`src/hw/rtl/qfv_pkg.sv`:
```
package qfv_pkg;

	localparam int unsigned POSITION_BITS_DEF = 32;

	localparam logic [31:0] FNV_BASIS = 32'd2166136261;
	localparam logic [31:0] FNV_PRIME = 32'd16777619;
	localparam logic [7:0]  MAGIC_S   = 8'h53;
	localparam logic [7:0]  MAGIC_Q   = 8'h51;
	localparam logic [7:0]  VERSION_RECEIVED = 8'd2;

	localparam logic [7:0]  NEWEST_VERSION_RST = 8'd2;
	localparam logic [7:0]  MAX_ENTRIES_RST    = 8'd16;
	localparam logic [7:0]  ID_MAX_RST         = 8'd32;
	localparam logic [7:0]  TITLE_MAX_RST      = 8'd64;
	localparam logic [15:0] VALUE_MAX_RST      = 16'd256;

	typedef enum logic [2:0] {
		REG_NEWEST_VERSION = 3'd0,
		REG_MAX_ENTRIES    = 3'd1,
		REG_ID_MAX         = 3'd2,
		REG_TITLE_MAX      = 3'd3,
		REG_VALUE_MAX      = 3'd4
	} reg_index_t;

	typedef enum logic [3:0] {
		ST_OK        = 4'd0,
		ST_SHORT     = 4'd1,
		ST_CHECKSUM  = 4'd2,
		ST_MAGIC     = 4'd3,
		ST_VERSION   = 4'd4,
		ST_COUNT     = 4'd5,
		ST_TEXT_LONG = 4'd6,
		ST_TRUNCATED = 4'd7,
		ST_TRAILING  = 4'd8
	} status_t;

	typedef enum logic [3:0] {
		PH_MAGIC0    = 4'd0,
		PH_MAGIC1    = 4'd1,
		PH_VERSION   = 4'd2,
		PH_COUNT     = 4'd3,
		PH_KIND      = 4'd4,
		PH_FONT      = 4'd5,
		PH_COLOR     = 4'd6,
		PH_DURATION  = 4'd7,
		PH_RECEIVED  = 4'd8,
		PH_IDLEN     = 4'd9,
		PH_IDTEXT    = 4'd10,
		PH_TITLELEN  = 4'd11,
		PH_TITLETEXT = 4'd12,
		PH_VALLEN    = 4'd13,
		PH_VALTEXT   = 4'd14,
		PH_DONE      = 4'd15
	} phase_t;

	typedef struct packed {
		logic [7:0]  newest_version;
		logic [7:0]  max_entries;
		logic [7:0]  id_max_length;
		logic [7:0]  title_max_length;
		logic [15:0] value_max_length;
	} cfg_t;

	typedef struct packed {
		phase_t      phase;
		logic [1:0]  fbi;
		logic [7:0]  version;
		logic [7:0]  count;
		logic [7:0]  done;
		logic [15:0] remaining;
		logic        too_long;
		status_t     err;
		logic [7:0]  kind;
		logic [7:0]  font_size;
		logic [7:0]  color;
		logic [31:0] duration_s;
		logic [31:0] received_at;
		logic [7:0]  id_length;
		logic [7:0]  title_length;
		logic [15:0] value_length;
	} parse_t;

	localparam parse_t PARSE_RST = '{
		phase: PH_MAGIC0, fbi: 2'd0, version: 8'd0, count: 8'd0, done: 8'd0,
		remaining: 16'd0, too_long: 1'b0, err: ST_OK, kind: 8'd0, font_size: 8'd0,
		color: 8'd0, duration_s: 32'd0, received_at: 32'd0, id_length: 8'd0,
		title_length: 8'd0, value_length: 16'd0
	};

endpackage

```
`src/hw/rtl/qfv_parser.sv`:
```
module qfv_parser (
	input  qfv_pkg::parse_t cur,
	input  qfv_pkg::cfg_t   cfg,
	input  logic [7:0]      data,
	output qfv_pkg::parse_t nxt,
	output logic            entry_done
);

	logic        start;
	logic        fin;
	logic [15:0] len;
	logic [15:0] lim;
	qfv_pkg::phase_t text_ph;
	logic [7:0]  done_inc;

	assign done_inc = cur.done + 8'd1;

	always_comb begin
		nxt        = cur;
		entry_done = 1'b0;
		start      = 1'b0;
		fin        = 1'b0;
		len        = 16'd0;
		lim        = 16'd0;
		text_ph    = qfv_pkg::PH_IDTEXT;
		if (cur.err == qfv_pkg::ST_OK) begin
			unique case (cur.phase)
				qfv_pkg::PH_MAGIC0: begin
					if (data != qfv_pkg::MAGIC_S) nxt.err = qfv_pkg::ST_MAGIC;
					else nxt.phase = qfv_pkg::PH_MAGIC1;
				end
				qfv_pkg::PH_MAGIC1: begin
					if (data != qfv_pkg::MAGIC_Q) nxt.err = qfv_pkg::ST_MAGIC;
					else nxt.phase = qfv_pkg::PH_VERSION;
				end
				qfv_pkg::PH_VERSION: begin
					nxt.version = data;
					if (data == 8'd0 || data > cfg.newest_version) nxt.err = qfv_pkg::ST_VERSION;
					else nxt.phase = qfv_pkg::PH_COUNT;
				end
				qfv_pkg::PH_COUNT: begin
					nxt.count = data;
					if (data > cfg.max_entries) nxt.err = qfv_pkg::ST_COUNT;
					else nxt.phase = (data == 8'd0) ? qfv_pkg::PH_DONE : qfv_pkg::PH_KIND;
				end
				qfv_pkg::PH_KIND: begin
					nxt.kind         = data;
					nxt.font_size    = 8'd0;
					nxt.color        = 8'd0;
					nxt.duration_s   = 32'd0;
					nxt.received_at  = 32'd0;
					nxt.id_length    = 8'd0;
					nxt.title_length = 8'd0;
					nxt.value_length = 16'd0;
					nxt.phase        = qfv_pkg::PH_FONT;
				end
				qfv_pkg::PH_FONT: begin
					nxt.font_size = data;
					nxt.phase     = qfv_pkg::PH_COLOR;
				end
				qfv_pkg::PH_COLOR: begin
					nxt.color = data;
					nxt.fbi   = 2'd0;
					nxt.phase = qfv_pkg::PH_DURATION;
				end
				qfv_pkg::PH_DURATION: begin
					nxt.duration_s[{cur.fbi, 3'b000} +: 8] = data;
					nxt.fbi = cur.fbi + 2'd1;
					if (cur.fbi == 2'd3) begin
						nxt.phase = (cur.version >= qfv_pkg::VERSION_RECEIVED) ?
							qfv_pkg::PH_RECEIVED : qfv_pkg::PH_IDLEN;
					end
				end
				qfv_pkg::PH_RECEIVED: begin
					nxt.received_at[{cur.fbi, 3'b000} +: 8] = data;
					nxt.fbi = cur.fbi + 2'd1;
					if (cur.fbi == 2'd3) nxt.phase = qfv_pkg::PH_IDLEN;
				end
				qfv_pkg::PH_IDLEN: begin
					nxt.id_length = data;
					start   = 1'b1;
					len     = {8'd0, data};
					lim     = {8'd0, cfg.id_max_length};
					text_ph = qfv_pkg::PH_IDTEXT;
				end
				qfv_pkg::PH_TITLELEN: begin
					nxt.title_length = data;
					start   = 1'b1;
					len     = {8'd0, data};
					lim     = {8'd0, cfg.title_max_length};
					text_ph = qfv_pkg::PH_TITLETEXT;
				end
				qfv_pkg::PH_VALLEN: begin
					if (cur.fbi == 2'd0) begin
						nxt.value_length[7:0] = data;
						nxt.fbi = 2'd1;
					end else begin
						nxt.value_length[15:8] = data;
						nxt.fbi = 2'd0;
						start   = 1'b1;
						len     = {data, cur.value_length[7:0]};
						lim     = cfg.value_max_length;
						text_ph = qfv_pkg::PH_VALTEXT;
					end
				end
				qfv_pkg::PH_IDTEXT, qfv_pkg::PH_TITLETEXT, qfv_pkg::PH_VALTEXT: begin
					nxt.remaining = cur.remaining - 16'd1;
					fin = (cur.remaining == 16'd1);
				end
				default: nxt.err = qfv_pkg::ST_TRAILING;
			endcase
			if (start) begin
				nxt.phase     = text_ph;
				nxt.remaining = len;
				nxt.too_long  = (len > lim);
				fin           = (len == 16'd0);
			end
			if (fin) begin
				if (nxt.too_long) begin
					nxt.err = qfv_pkg::ST_TEXT_LONG;
				end else if (nxt.phase == qfv_pkg::PH_IDTEXT) begin
					nxt.phase = qfv_pkg::PH_TITLELEN;
				end else if (nxt.phase == qfv_pkg::PH_TITLETEXT) begin
					nxt.phase = qfv_pkg::PH_VALLEN;
					nxt.fbi   = 2'd0;
				end else begin
					nxt.done   = done_inc;
					nxt.phase  = (done_inc == cur.count) ? qfv_pkg::PH_DONE : qfv_pkg::PH_KIND;
					entry_done = 1'b1;
				end
			end
		end
	end

endmodule

```
`src/hw/rtl/queue_frame_validator_unit.sv`:
```
// an input transfer's result shows in the output register in the cycle after the transfer
// throughput: one byte per cycle while the output side takes results
// one fnv-1a constant multiply and the parser step sit between state and result registers
// arst_n low clears frame state, output valid and loads register reset values
// frame state returns to reset after every last byte, registers are kept
module queue_frame_validator_unit #(
	parameter int unsigned POSITION_BITS = qfv_pkg::POSITION_BITS_DEF
) (
	input  logic        clk,
	input  logic        arst_n,
	input  logic        in_valid,
	output logic        in_stall,
	input  logic [7:0]  data_byte,
	input  logic        last_byte,
	input  logic        cfg_valid,
	output logic        cfg_ready,
	input  logic [2:0]  cfg_index,
	input  logic [15:0] cfg_data,
	output logic        out_valid,
	input  logic        out_stall,
	output logic        is_status,
	output logic [7:0]  kind,
	output logic [7:0]  font_size,
	output logic [7:0]  color,
	output logic [31:0] duration_s,
	output logic [31:0] received_at,
	output logic [7:0]  id_length,
	output logic [7:0]  title_length,
	output logic [15:0] value_length,
	output logic [7:0]  entry_index,
	output logic [3:0]  status_code,
	output logic [7:0]  entry_count
);

	localparam logic [POSITION_BITS-1:0] POS_MAX = '1;
	localparam logic [POSITION_BITS-1:0] POS_FOUR = POSITION_BITS'(4);
	localparam logic [POSITION_BITS-1:0] POS_EIGHT = POSITION_BITS'(8);

	qfv_pkg::cfg_t   cfg_q;
	qfv_pkg::parse_t parse_q;
	qfv_pkg::parse_t parse_nxt;
	qfv_pkg::parse_t parse_d;
	logic [7:0]      delay_q [4];
	logic [31:0]     hash_q;
	logic [31:0]     hash_mul;
	logic [31:0]     hash_d;
	logic [POSITION_BITS-1:0] pos_q;
	logic [POSITION_BITS-1:0] pos_d;
	logic            active;
	logic            accept;
	logic            entry_done;
	logic            done_d;
	logic [31:0]     chk;
	qfv_pkg::status_t code;
	logic            produce;
	logic            out_valid_q;

	assign cfg_ready = 1'b1;
	assign in_stall  = out_valid_q & out_stall;
	assign accept    = in_valid & ~in_stall;
	assign out_valid = out_valid_q;
	assign active    = (pos_q >= POS_FOUR);

	qfv_parser u_parser (
		.cur        (parse_q),
		.cfg        (cfg_q),
		.data       (delay_q[0]),
		.nxt        (parse_nxt),
		.entry_done (entry_done)
	);

	assign hash_mul = (hash_q ^ {24'd0, delay_q[0]}) * qfv_pkg::FNV_PRIME;
	assign hash_d   = active ? hash_mul : hash_q;
	assign parse_d  = active ? parse_nxt : parse_q;
	assign done_d   = active & entry_done;
	assign pos_d    = (pos_q == POS_MAX) ? pos_q : pos_q + POSITION_BITS'(1);
	assign chk      = {data_byte, delay_q[3], delay_q[2], delay_q[1]};
	assign produce  = last_byte | done_d;

	always_comb begin
		priority if (pos_d < POS_EIGHT) code = qfv_pkg::ST_SHORT;
		else if (chk != hash_d) code = qfv_pkg::ST_CHECKSUM;
		else if (parse_d.err != qfv_pkg::ST_OK) code = parse_d.err;
		else if (parse_d.phase != qfv_pkg::PH_DONE) code = qfv_pkg::ST_TRUNCATED;
		else code = qfv_pkg::ST_OK;
	end

	always_ff @(posedge clk or negedge arst_n) begin
		if (!arst_n) begin
			cfg_q.newest_version   <= qfv_pkg::NEWEST_VERSION_RST;
			cfg_q.max_entries      <= qfv_pkg::MAX_ENTRIES_RST;
			cfg_q.id_max_length    <= qfv_pkg::ID_MAX_RST;
			cfg_q.title_max_length <= qfv_pkg::TITLE_MAX_RST;
			cfg_q.value_max_length <= qfv_pkg::VALUE_MAX_RST;
		end else if (cfg_valid) begin
			unique case (cfg_index)
				qfv_pkg::REG_NEWEST_VERSION: cfg_q.newest_version   <= cfg_data[7:0];
				qfv_pkg::REG_MAX_ENTRIES:    cfg_q.max_entries      <= cfg_data[7:0];
				qfv_pkg::REG_ID_MAX:         cfg_q.id_max_length    <= cfg_data[7:0];
				qfv_pkg::REG_TITLE_MAX:      cfg_q.title_max_length <= cfg_data[7:0];
				qfv_pkg::REG_VALUE_MAX:      cfg_q.value_max_length <= cfg_data;
				default: ;
			endcase
		end
	end

	always_ff @(posedge clk or negedge arst_n) begin
		if (!arst_n) begin
			parse_q <= qfv_pkg::PARSE_RST;
			hash_q  <= qfv_pkg::FNV_BASIS;
			pos_q   <= '0;
			for (int i = 0; i < 4; i++) delay_q[i] <= 8'd0;
		end else if (accept) begin
			if (last_byte) begin
				parse_q <= qfv_pkg::PARSE_RST;
				hash_q  <= qfv_pkg::FNV_BASIS;
				pos_q   <= '0;
				for (int i = 0; i < 4; i++) delay_q[i] <= 8'd0;
			end else begin
				parse_q    <= parse_d;
				hash_q     <= hash_d;
				pos_q      <= pos_d;
				delay_q[0] <= delay_q[1];
				delay_q[1] <= delay_q[2];
				delay_q[2] <= delay_q[3];
				delay_q[3] <= data_byte;
			end
		end
	end

	always_ff @(posedge clk or negedge arst_n) begin
		if (!arst_n) begin
			out_valid_q <= 1'b0;
		end else if (!in_stall) begin
			out_valid_q <= accept & produce;
		end
	end

	always_ff @(posedge clk) begin
		if (accept && produce) begin
			is_status    <= last_byte;
			kind         <= done_d ? parse_d.kind : 8'd0;
			font_size    <= done_d ? parse_d.font_size : 8'd0;
			color        <= done_d ? parse_d.color : 8'd0;
			duration_s   <= done_d ? parse_d.duration_s : 32'd0;
			received_at  <= done_d ? parse_d.received_at : 32'd0;
			id_length    <= done_d ? parse_d.id_length : 8'd0;
			title_length <= done_d ? parse_d.title_length : 8'd0;
			value_length <= done_d ? parse_d.value_length : 16'd0;
			entry_index  <= done_d ? parse_d.done - 8'd1 : 8'd0;
			status_code  <= last_byte ? code : qfv_pkg::ST_OK;
			entry_count  <= last_byte ? parse_d.count : 8'd0;
		end
	end

`ifndef SYNTHESIS
	a_stall_needs_result: assert property (@(posedge clk) disable iff (!arst_n)
		in_stall |-> out_valid)
		else $error("input stalled without a pending result");
	a_frame_restart: assert property (@(posedge clk) disable iff (!arst_n)
		(accept && last_byte) |=> (parse_q.phase == qfv_pkg::PH_MAGIC0 && pos_q == '0))
		else $error("frame state not cleared after last byte");
	a_result_source: assert property (@(posedge clk) disable iff (!arst_n)
		$rose(out_valid) |-> $past(accept))
		else $error("result appeared without an input transfer");
	a_no_descriptor_after_error: assert property (@(posedge clk) disable iff (!arst_n)
		(accept && !last_byte && parse_q.err != qfv_pkg::ST_OK) |=> !out_valid)
		else $error("descriptor emitted after an error");
`endif

endmodule

```
`config.mk`:
```
export PLATFORM = sky130hd
export DESIGN_NAME = queue_frame_validator_unit
export DESIGN_NICKNAME = d
export VERILOG_FILES = /design/src/hw/rtl/qfv_pkg.sv /design/src/hw/rtl/qfv_parser.sv /design/src/hw/rtl/queue_frame_validator_unit.sv
export SDC_FILE = /design/constraint.sdc
export NUM_CORES = 1
export LEC_CHECK = 0
export ABC_AREA = 0
export BUFFER_PORTS_ARGS = -buffer_cell sky130_fd_sc_hd__buf_2
export CAP_MARGIN = 10
export CELL_PAD_IN_SITES_DETAIL_PLACEMENT = 0
export CELL_PAD_IN_SITES_GLOBAL_PLACEMENT = 1
export CORE_MARGIN = 8
export CORE_UTILIZATION = 35
export CTS_CLUSTER_DIAMETER = 120
export DETAILED_ROUTE_END_ITERATION = 12
export PLACE_DENSITY = 0.6
export SLEW_MARGIN = 20
export SYNTH_ARGS = -nofsm -noshare
export SYNTH_HDL_FRONTEND = slang
export SYNTH_HIERARCHICAL = 1
export SYNTH_SLANG_ARGS = --single-unit
```
`constraint.sdc`:
```
create_clock -name clk -period 34.5 [get_ports clk]
set_input_delay 1.725 -clock clk [delete_from_list [all_inputs] [get_ports clk]]
set_output_delay 1.725 -clock clk [all_outputs]
set_load 0.02 [all_outputs]
```
# Word level (Yosys, flattened, before mapping)
# Cells that the tools add are included.
[word_totals]
register_bits = 457
latchBits = 0
ram_bits = 0
rom_bits = 0
output_inout_bits = 144
wordCells = 199
n_memories = 0
[op_classes]
add_sub_neg = 6
multipliers = 1
div = 0
n_lt_le_gt_ge = 6
eq_ne = 28
shifts = 2
muxes = 79
bitwise_logic = 8
n_reduce_logical = 27
[op_table]
columns = ["cell", "count"]
rows = [
  ["$mux 171", 3],
  ["$mux 32", 5],
  ["$pmux 32 s2", 2],
  ["$mux 16", 5],
  ["$mux 4", 19],
  ["$mux 8", 9],
  ["$bwmux 32", 2],
  ["$pmux 16 s2", 2],
  ["$pmux 8 s2", 4],
  ["$pmux 16 s3", 1],
  ["$eq 4x4->1 const B", 9],
  ["$pmux 4 s9", 1],
  ["$mux 17", 2],
  ["$add 32x1->32 const B", 1],
  ["$eq 32x32->1 const B", 1],
  ["$ge 32x3->1 const B", 1],
  ["$lt 32x4->1 const B", 1],
  ["$mul 32x25->32 const B", 1],
  ["$ne 32x32->1", 1],
  ["$shift 8x7->32 const A", 1],
  ["$shiftx 8x7->32", 1],
  ["$xor 32x8->32", 1],
  ["$pmux 4 s5", 1],
  ["$eq 16x1->1 const B", 1],
  ["other kinds (44)", 82],
]

# Depth between registers and ports, before layout
# Gate-level depths: netlist of the first run.
[depth]
word_depth = 18
mapped_depth = 25
depth_no_buf = 25

# Hierarchy
# Netlist of the first run, hierarchy kept.
[by_module_without_submodules]
columns = ["module", "n_inst", "cells_per_inst", "area_per_inst_um2"]
rows = [
  ["queue_frame_validator_unit", 1, 2534, 26623.0],
  ["qfv_parser", 1, 677, 4588.2],
]

# Least setup slack after synthesis of the first run
# Ideal clock, no wire load.
[synth_timing]
path_type = "register -> register"
startpoint = "register parse_q[165] in the netlist's numbering"
endpoint = "register color[0] (enable)"
setup_ps = 643
arrival_time_ps = 10152
required_ps = 33857
slack_ps = 23705
path_stages_with_launch = 19
n_path_buf = 4
synth_period_minus_slack_ps = 10795
path_cell_list = "dfrtp_1 -> inv_1 -> ha_1 -> buf_2 -> nor4_2 -> clkbuf_1 -> buf_1 -> nand2_1 -> ha_1 -> nand4_1 -> or3_1 -> or4_1 -> o221a_4 -> nor3_4 -> o31ai_4 -> inv_1 -> clkbuf_1 -> a21oi_1 -> nor2_1"
[synth_between]
elab_chain_len = 15
elab_cells_between_ends = 34
cone_classes = "order compare (1); eq/ne (3); mux (25); bitwise (2); reduce/logical (3)"
[synth_lines]
columns = ["item", "line", "source"]
rows = [
  ["start, declared", "queue_frame_validator_unit.sv:40", "qfv_pkg::parse_t parse_q;"],
  ["start signal, assigned", "queue_frame_validator_unit.sv:109", "parse_q <= qfv_pkg::PARSE_RST;"],
  ["start signal, assigned", "queue_frame_validator_unit.sv:115", "parse_q <= qfv_pkg::PARSE_RST;"],
  ["start signal, assigned", "queue_frame_validator_unit.sv:120", "parse_q <= parse_d;"],
  ["branches (longest 10 deep; another with $gt 16x16->1)", "--", ""],
  ["$mux 1 (*)", "qfv_parser.sv:118", "if (fin) begin"],
  ["$mux 1 (*)", "qfv_parser.sv:26", "if (cur.err == qfv_pkg::ST_OK) begin"],
  ["via entry_done", "queue_frame_validator_unit.sv:51", "logic entry_done;"],
  ["$and 1x1->1 (*)", "queue_frame_validator_unit.sv:75", "assign done_d = active & entry_done;"],
  ["$or 1x1->1 (*)", "queue_frame_validator_unit.sv:78", "assign produce = last_byte | done_d;"],
  ["$logic_and 1x1->1 (*)", "queue_frame_validator_unit.sv:140", "if (accept && produce) begin"],
  ["end signal, assigned", "queue_frame_validator_unit.sv:144", "color <= done_d ? parse_d.color : 8'd0;"],
  ["end, declared", "queue_frame_validator_unit.sv:24", "output logic [7:0] color,"],
]
# Mark *: on every way through the listed nets, which the timed path passes. The select of a mux whose other input is x is not followed.
# A chain may end at the register's enable or synchronous reset.

# Worst setup path after layout of the first run
[layout_timing]
startpoint = "register hash_q[6]"
endpoint = "register status_code[0], data pin"
[layout_between]
elab_chain_len = 6
[layout_lines]
columns = ["item", "line", "source"]
rows = [
  ["start, declared", "queue_frame_validator_unit.sv:44", "logic [31:0] hash_q;"],
  ["start signal, assigned", "queue_frame_validator_unit.sv:110", "hash_q <= qfv_pkg::FNV_BASIS;"],
  ["start signal, assigned", "queue_frame_validator_unit.sv:116", "hash_q <= qfv_pkg::FNV_BASIS;"],
  ["start signal, assigned", "queue_frame_validator_unit.sv:121", "hash_q <= hash_d;"],
  ["$xor 32x8->32", "queue_frame_validator_unit.sv:72", "assign hash_mul = (hash_q ^ {24'd0, delay_q[0]}) * qfv_pkg::FNV_PRIME;"],
  ["$mul 32x25->32", "queue_frame_validator_unit.sv:72", ""],
  ["$mux 32 (*)", "queue_frame_validator_unit.sv:73", "assign hash_d = active ? hash_mul : hash_q;"],
  ["$ne 32x32->1 (*)", "queue_frame_validator_unit.sv:82", "else if (chk != hash_d) code = qfv_pkg::ST_CHECKSUM;"],
  ["$mux 2 (*)", "queue_frame_validator_unit.sv:82", ""],
  ["$mux 1 (*)", "queue_frame_validator_unit.sv:81", "priority if (pos_d < POS_EIGHT) code = qfv_pkg::ST_SHORT;"],
  ["end signal, assigned", "queue_frame_validator_unit.sv:151", "status_code <= last_byte ? code : qfv_pkg::ST_OK;"],
  ["end, declared", "queue_frame_validator_unit.sv:31", "output logic [3:0] status_code,"],
]
# Mark *: on every way between the ends. The rest lies on a longest branch, timed or not.

==> results.py, run 1 <==
metrics = {
    "run_status": {
        "status": "completed",
    },
    "clocking": {
        "cts_setup_buffers": 0,
        "clkSinkCount": 456,
        "post_cts_resize_count": 0,
        "holdBufCountCts": 0,
        "clk_path_buf_depth": 3,
        "h-tree-depth": 2,
        "cts_tree": "done",
        "root_buffer": "clkbuf_16",
        "path_clk_slew_ns": 0.06,
        "clock_latency_ns": 0.61,
        "numCtsBuffers": 53,
    },
    "global_route": {
        "grt_pass1_wl_mm": 160,
        "first_global_vias": 25700,
        "gr-total-overflow": 0,
        "grt_max_degree": 169,
        "antenna_found_initial": 1,
        "grt.total_usage_pct": 20.5,
    },
    "timing": {
        "fmaxAchievable_ghz": 0.129,
        "period_minus_slack_ns": 7.78,
        "grt_setup_unrepaired": "no",
        "setup_viol": 0,
        "report.final.slew_viol_count": 0,
        "finalClockSkew_ns": 0.0200,
        "relSlewSlack_pct": 23.4,
        "min_period_over_period_pct": 22.5,
        "tightest_slew_ns": 1.15,
        "timing.hold.ws_ns": 0.504,
        "finalHoldViolCount": 0,
        "setup_tns_ns": 0,
    },
    "placed_design": {
        "routabilityCongestion": 0.895,
        "port_buffers": 175,
        "dp.cells": 4367,
        "post-dp-hpwl_mm": 71.6,
    },
    "floorplanning": {
        "die_h_um": 314,
        "row_count": 109,
        "start_util_pct": 35.3,
        "die_area_um2": 98900,
        "die_w_um": 314,
        "core_um2": 88400,
        "ios": 177,
    },
    "critical_path": {
        "required_ns": 34.95,
        "critical_path.max_fanout": 15,
        "critPathLaunchType": "flop",
        "ff2ff_path_depth": 22,
        "cp.arrival_ns": 8.23,
        "path_class": "flop to flop",
        "critPathCaptureType": "flop",
    },
    "finish": {
        "synthToLayoutAreaGrowth_pct": 12.0,
        "final_cells": 4467,
        "layout-drive-gt1-share_pct": 14.0,
        "final_nets": 3593,
    },
    "drt": {
        "drt_iter0_markers": 2181,
        "drc": 0,
        "wl_mm": 104,
        "firstDrtPassIters": 6,
        "vias_per_cell": 5.73,
        "post_drt_wl_per_cell_um": 23.4,
        "detail-route-antenna-nets": 0,
        "dr_total_vias": 25600,
    },
    "min_path": {
        "hp-class": "flop to flop",
        "hold_depth": 1,
    },
    "yosys": {
        "avgSynthCellArea_um2": 9.72,
        "syn-num-nets": 3543,
        "syn-cell-area_um2": 31200,
        "synth_cells": 3207,
        "yosysWarnings": 6,
    },
    "flow_run": {
        "max_cap_viol_count": 0,
    },
}
==> sequential cells by signal, summed over array words and instances, names as in the netlist, 16 cells and up <==
| name | cells |
|---|---|
| cfg_q | 48 |
| parse_q | 170 |
| duration_s | 32 |
| received_at | 32 |
| chk | 24 |
| hash_q | 32 |
| value_length | 16 |
| pos_q | 32 |
==> layout by cell type (no fill, tap or decap), drive strengths merged, types with 72 or more instances in the layout <==
cell type    n
a21oi      125
a22o       181
a22oi       96
and3       145
buf        215
dfrtp      296
edfxtp     141
fa          74
ha         229
inv        221
mux2        72
nand2      350
nor2       133
o21ai      226
==> layer usage <==
| layer | global-route usage [%] | wire length, um |
|---|---|---|
| met1 | 27.5 | 45900 |
| met2 | 34.0 | 50000 |
| met3 | 2.93 | 5460 |
| met4 | 6.22 | 3040 |
| met5 | 0 | 0 |
==> final timing paths <==
path                                  end  slack [ns]  startpoint
setup / recovery           status_code[0]       26.72   hash_q[6]
hold / removal                  cfg_q[14]        0.50   cfg_q[14]
setup reg to reg           status_code[0]       26.72   hash_q[6]
hold reg to reg                 cfg_q[14]        0.50   cfg_q[14]
max in group asynchronous      hash_q[14]       31.24      arst_n
min in group asynchronous    parse_q[135]        1.11      arst_n
==> critical path, stage by stage (launching register included) <==
cell and delay (ns):
dfstp_2 0.54, xor2_1 0.69, ha_1 0.37, ha_1 0.30, fa_1 0.49, ha_1 0.22
fa_1 0.49, ha_1 0.29, inv_1 0.05, fa_1 0.52, inv_1 0.04, ha_1 0.49
a21o_1 0.27, a21boi_0 0.64, o21ai_0 0.25, a211oi_1 0.46, or2_1 0.34, xnor2_1 0.19
a311oi_1 0.13, nor4_1 0.31, nand3_1 0.20, a21o_1 0.22, a21oi_2 0.13
==> area by class of cell <==
| cell class | count | area, um^2 |
|---|---|---|
| sequential | 456 | 12100 |
| multi-input combinational | 2311 | 17300 |
| clock inverter | 33 | 507 |
| fill | 8713 | 53500 |
| clock buffer | 66 | 1430 |
| tap | 1165 | 1460 |
| inverter | 220 | 827 |
| antenna | 1 | 2.50 |
| timing repair buffer | 215 | 1210 |
==> per-stage QoR <==
stage	setup slack (ns)	instance area [um^2]	utilization (%)
4_1_cts	26.72	34900	39.5
3_3_place_gp	26.90	33000	37.3
3_5_place_dp	26.76	33000	37.3
5_1_grt	26.24	34900	39.5
6_report	26.72	34900	39.5
2_1_floorplan	23.71	31200	-
Power of run 1 is not shown: default switching activity piles up to over one toggle a cycle in this logic, so the estimate is an artifact.
==> run 2: changes to the inputs <==
--- a/config.mk
+++ b/config.mk
@@ -5,7 +5,7 @@
 export SDC_FILE = /design/constraint.sdc
 export NUM_CORES = 1
 export LEC_CHECK = 0
-export ABC_AREA = 0
+export ABC_AREA = 1
 export BUFFER_PORTS_ARGS = -buffer_cell sky130_fd_sc_hd__buf_2
 export CAP_MARGIN = 10
 export CELL_PAD_IN_SITES_DETAIL_PLACEMENT = 0
@@ -14,7 +14,7 @@
 export CORE_UTILIZATION = 35
 export CTS_CLUSTER_DIAMETER = 120
 export DETAILED_ROUTE_END_ITERATION = 12
-export PLACE_DENSITY = 0.6
+export PLACE_DENSITY = 0.63
 export SLEW_MARGIN = 20
 export SYNTH_ARGS = -nofsm -noshare
 export SYNTH_HDL_FRONTEND = slang
==> constraint.sdc (replaced) <==
create_clock -name clk -period 7.4 [get_ports clk]
set_input_delay 0.37 -clock clk [delete_from_list [all_inputs] [get_ports clk]]
set_output_delay 0.37 -clock clk [all_outputs]
set_load 0.02 [all_outputs]
==> results.py, run 2 <==
metrics = {
    "floorplanning": {
        "ios": 177,
        "core_um2": 89600,
        "die_area_um2": 99800,
        "start_util_pct": 35.1,
        "die_h_um": 316,
        "die_w_um": 316,
        "row_count": 110,
    },
    "finish": {
        "final_nets": 4426,
        "synthToLayoutAreaGrowth_pct": 13.2,
        "largestRegisters": "parse_q (170), cfg_q (48)",
        "layout_commonest_cell": "inv_1",
        "diodes": 0,
        "top_register": "parse_q",
        "layout-drive-gt1-share_pct": 10.1,
        "largest_reg_flops": 170,
        "fill_cells": 9284,
        "final_cell_mix": "822 x inv_1, 731 x nand2_1, 334 x o21ai_0",
    },
    "yosys": {
        "syn-cell-area_um2": 31500,
        "syn-num-nets": 4302,
        "yosysWarnings": 6,
        "avgSynthCellArea_um2": 7.94,
        "synth_cells": 3966,
    },
    "drt": {
        "dr_total_vias": 26500,
        "firstDrtPassIters": 6,
        "vias_per_cell": 4.98,
        "wl_mm": 103,
        "detail-route-antenna-nets": 0,
        "drt_iter0_markers": 2002,
        "post_drt_wl_per_cell_um": 19.3,
        "drc": 0,
    },
    "critical_path": {
        "ff2ff_path_depth": 27,
        "required_ns": 7.74,
        "critPathLaunchType": "flop",
        "critPathCaptureType": "flop",
        "rr_startpoint": "hash_q[2]",
        "critical_path.max_fanout": 4,
        "endpoint": "status_code[1]",
        "reg2reg_to": "status_code[1]",
        "r2r_slack_ns": 0.70,
        "path_class": "flop to flop",
        "cp.arrival_ns": 7.04,
        "cp-startpoint": "hash_q[2]",
    },
    "placed_design": {
        "port_buffers": 175,
        "routabilityCongestion": 0.854,
        "post-dp-hpwl_mm": 72.1,
    },
    "clocking": {
        "post_cts_resize_count": 0,
        "clkSinkCount": 456,
        "clk_path_buf_depth": 3,
        "root_buffer": "clkbuf_16",
        "h-tree-depth": 2,
        "numCtsBuffers": 55,
        "cts_tree": "done",
        "path_clk_slew_ns": 0.06,
        "clock_latency_ns": 0.64,
    },
    "timing": {
        "tightest_slew_ns": 1.09,
        "finalClockSkew_ns": 0.0561,
        "setup_viol": 0,
        "relSlewSlack_pct": 27.2,
        "period_minus_slack_ns": 6.70,
        "report.final.slew_viol_count": 0,
        "min_period_over_period_pct": 90.5,
        "setup_tns_ns": 0,
        "fmaxAchievable_ghz": 0.149,
        "grt_setup_unrepaired": "no",
        "finalHoldViolCount": 0,
    },
    "min_path": {
        "hp-class": "primary input to flop",
        "hp-start": "data_byte[6]",
    },
    "global_route": {
        "grt_max_degree": 129,
        "antenna_found_initial": 1,
        "gr-total-overflow": 0,
        "grt_pass1_wl_mm": 160,
        "grt.total_usage_pct": 20.2,
        "first_global_vias": 26300,
    },
    "run_status": {
        "status": "completed",
    },
    "flow_run": {
        "max_cap_viol_count": 0,
    },
}
## run 2: final cells by class
class / instances / area, um^2 / share of cell area [%]
multi-input combinational: 2508 / 15500 / 43.6
clock inverter: 37 / 510 / 1.43
sequential: 456 / 12100 / 34.1
timing repair buffer: 227 / 1350 / 3.78
inverter: 842 / 3170 / 8.90
clock buffer: 67 / 1470 / 4.13
tap: 1176 / 1470 / 4.13
## run 2: how the worst min path moves through the flow
stage                            to  cells after the start
after global routing        chk[22]                      3
after CTS                   chk[22]                      3
after floorplan            cfg_q[0]                      0
final                       chk[22]                      3
after global placement    cfg_q[30]                      2
after detailed placement  cfg_q[46]                      2
## run 2: routing by layer
layer	GRT usage, %	vias to the layer above	part of all wire [%]
li1	-	13200	-
met1	28.2	12700	47
met2	33.9	504	47
met3	2.26	93	4.1
met4	4.00	0	1.7
met5	0	-	0
## run 2: metrics by stage
stage	worst slack [ns]	instances	util [%]	area [um^2]	hold slack, ns
after floorplan	1.53	3966	-	31500	0.0744
after global placement	0.612	5200	37.5	33600	0.467
after detailed placement	0.705	5200	37.5	33600	0.474
after CTS	0.686	5313	39.8	35600	0.0389
after global routing	0.240	5313	39.8	35600	0.0736
final	0.703	5313	39.8	35600	0.0761
## run 2: timing repair
action,4_1_cts,5_1_grt
hold buffers,9,0
setup buffers,0,0
endpoints found under the hold margin,98,0
## run 2: critical path, stage by stage, from the launching register on
cell	delay, ns
dfstp_2	0.55
xor2_1	0.54
ha_1	0.36
ha_1	0.35
fa_1	0.50
ha_1	0.22
fa_1	0.49
ha_1	0.30
inv_1	0.05
fa_1	0.54
inv_1	0.04
ha_1	0.35
nand2_1	0.15
nor2_1	0.33
nand2_1	0.15
nand3_1	0.19
nand2_1	0.12
nand2_1	0.07
nand2_1	0.04
nand3_1	0.11
nand2_1	0.12
xor2_1	0.15
nor2_1	0.13
nand2_1	0.09
nor2_1	0.18
nand3_2	0.15
nor2_1	0.12
nor2_1	0.04
Power of run 2 is left out for the same reason.
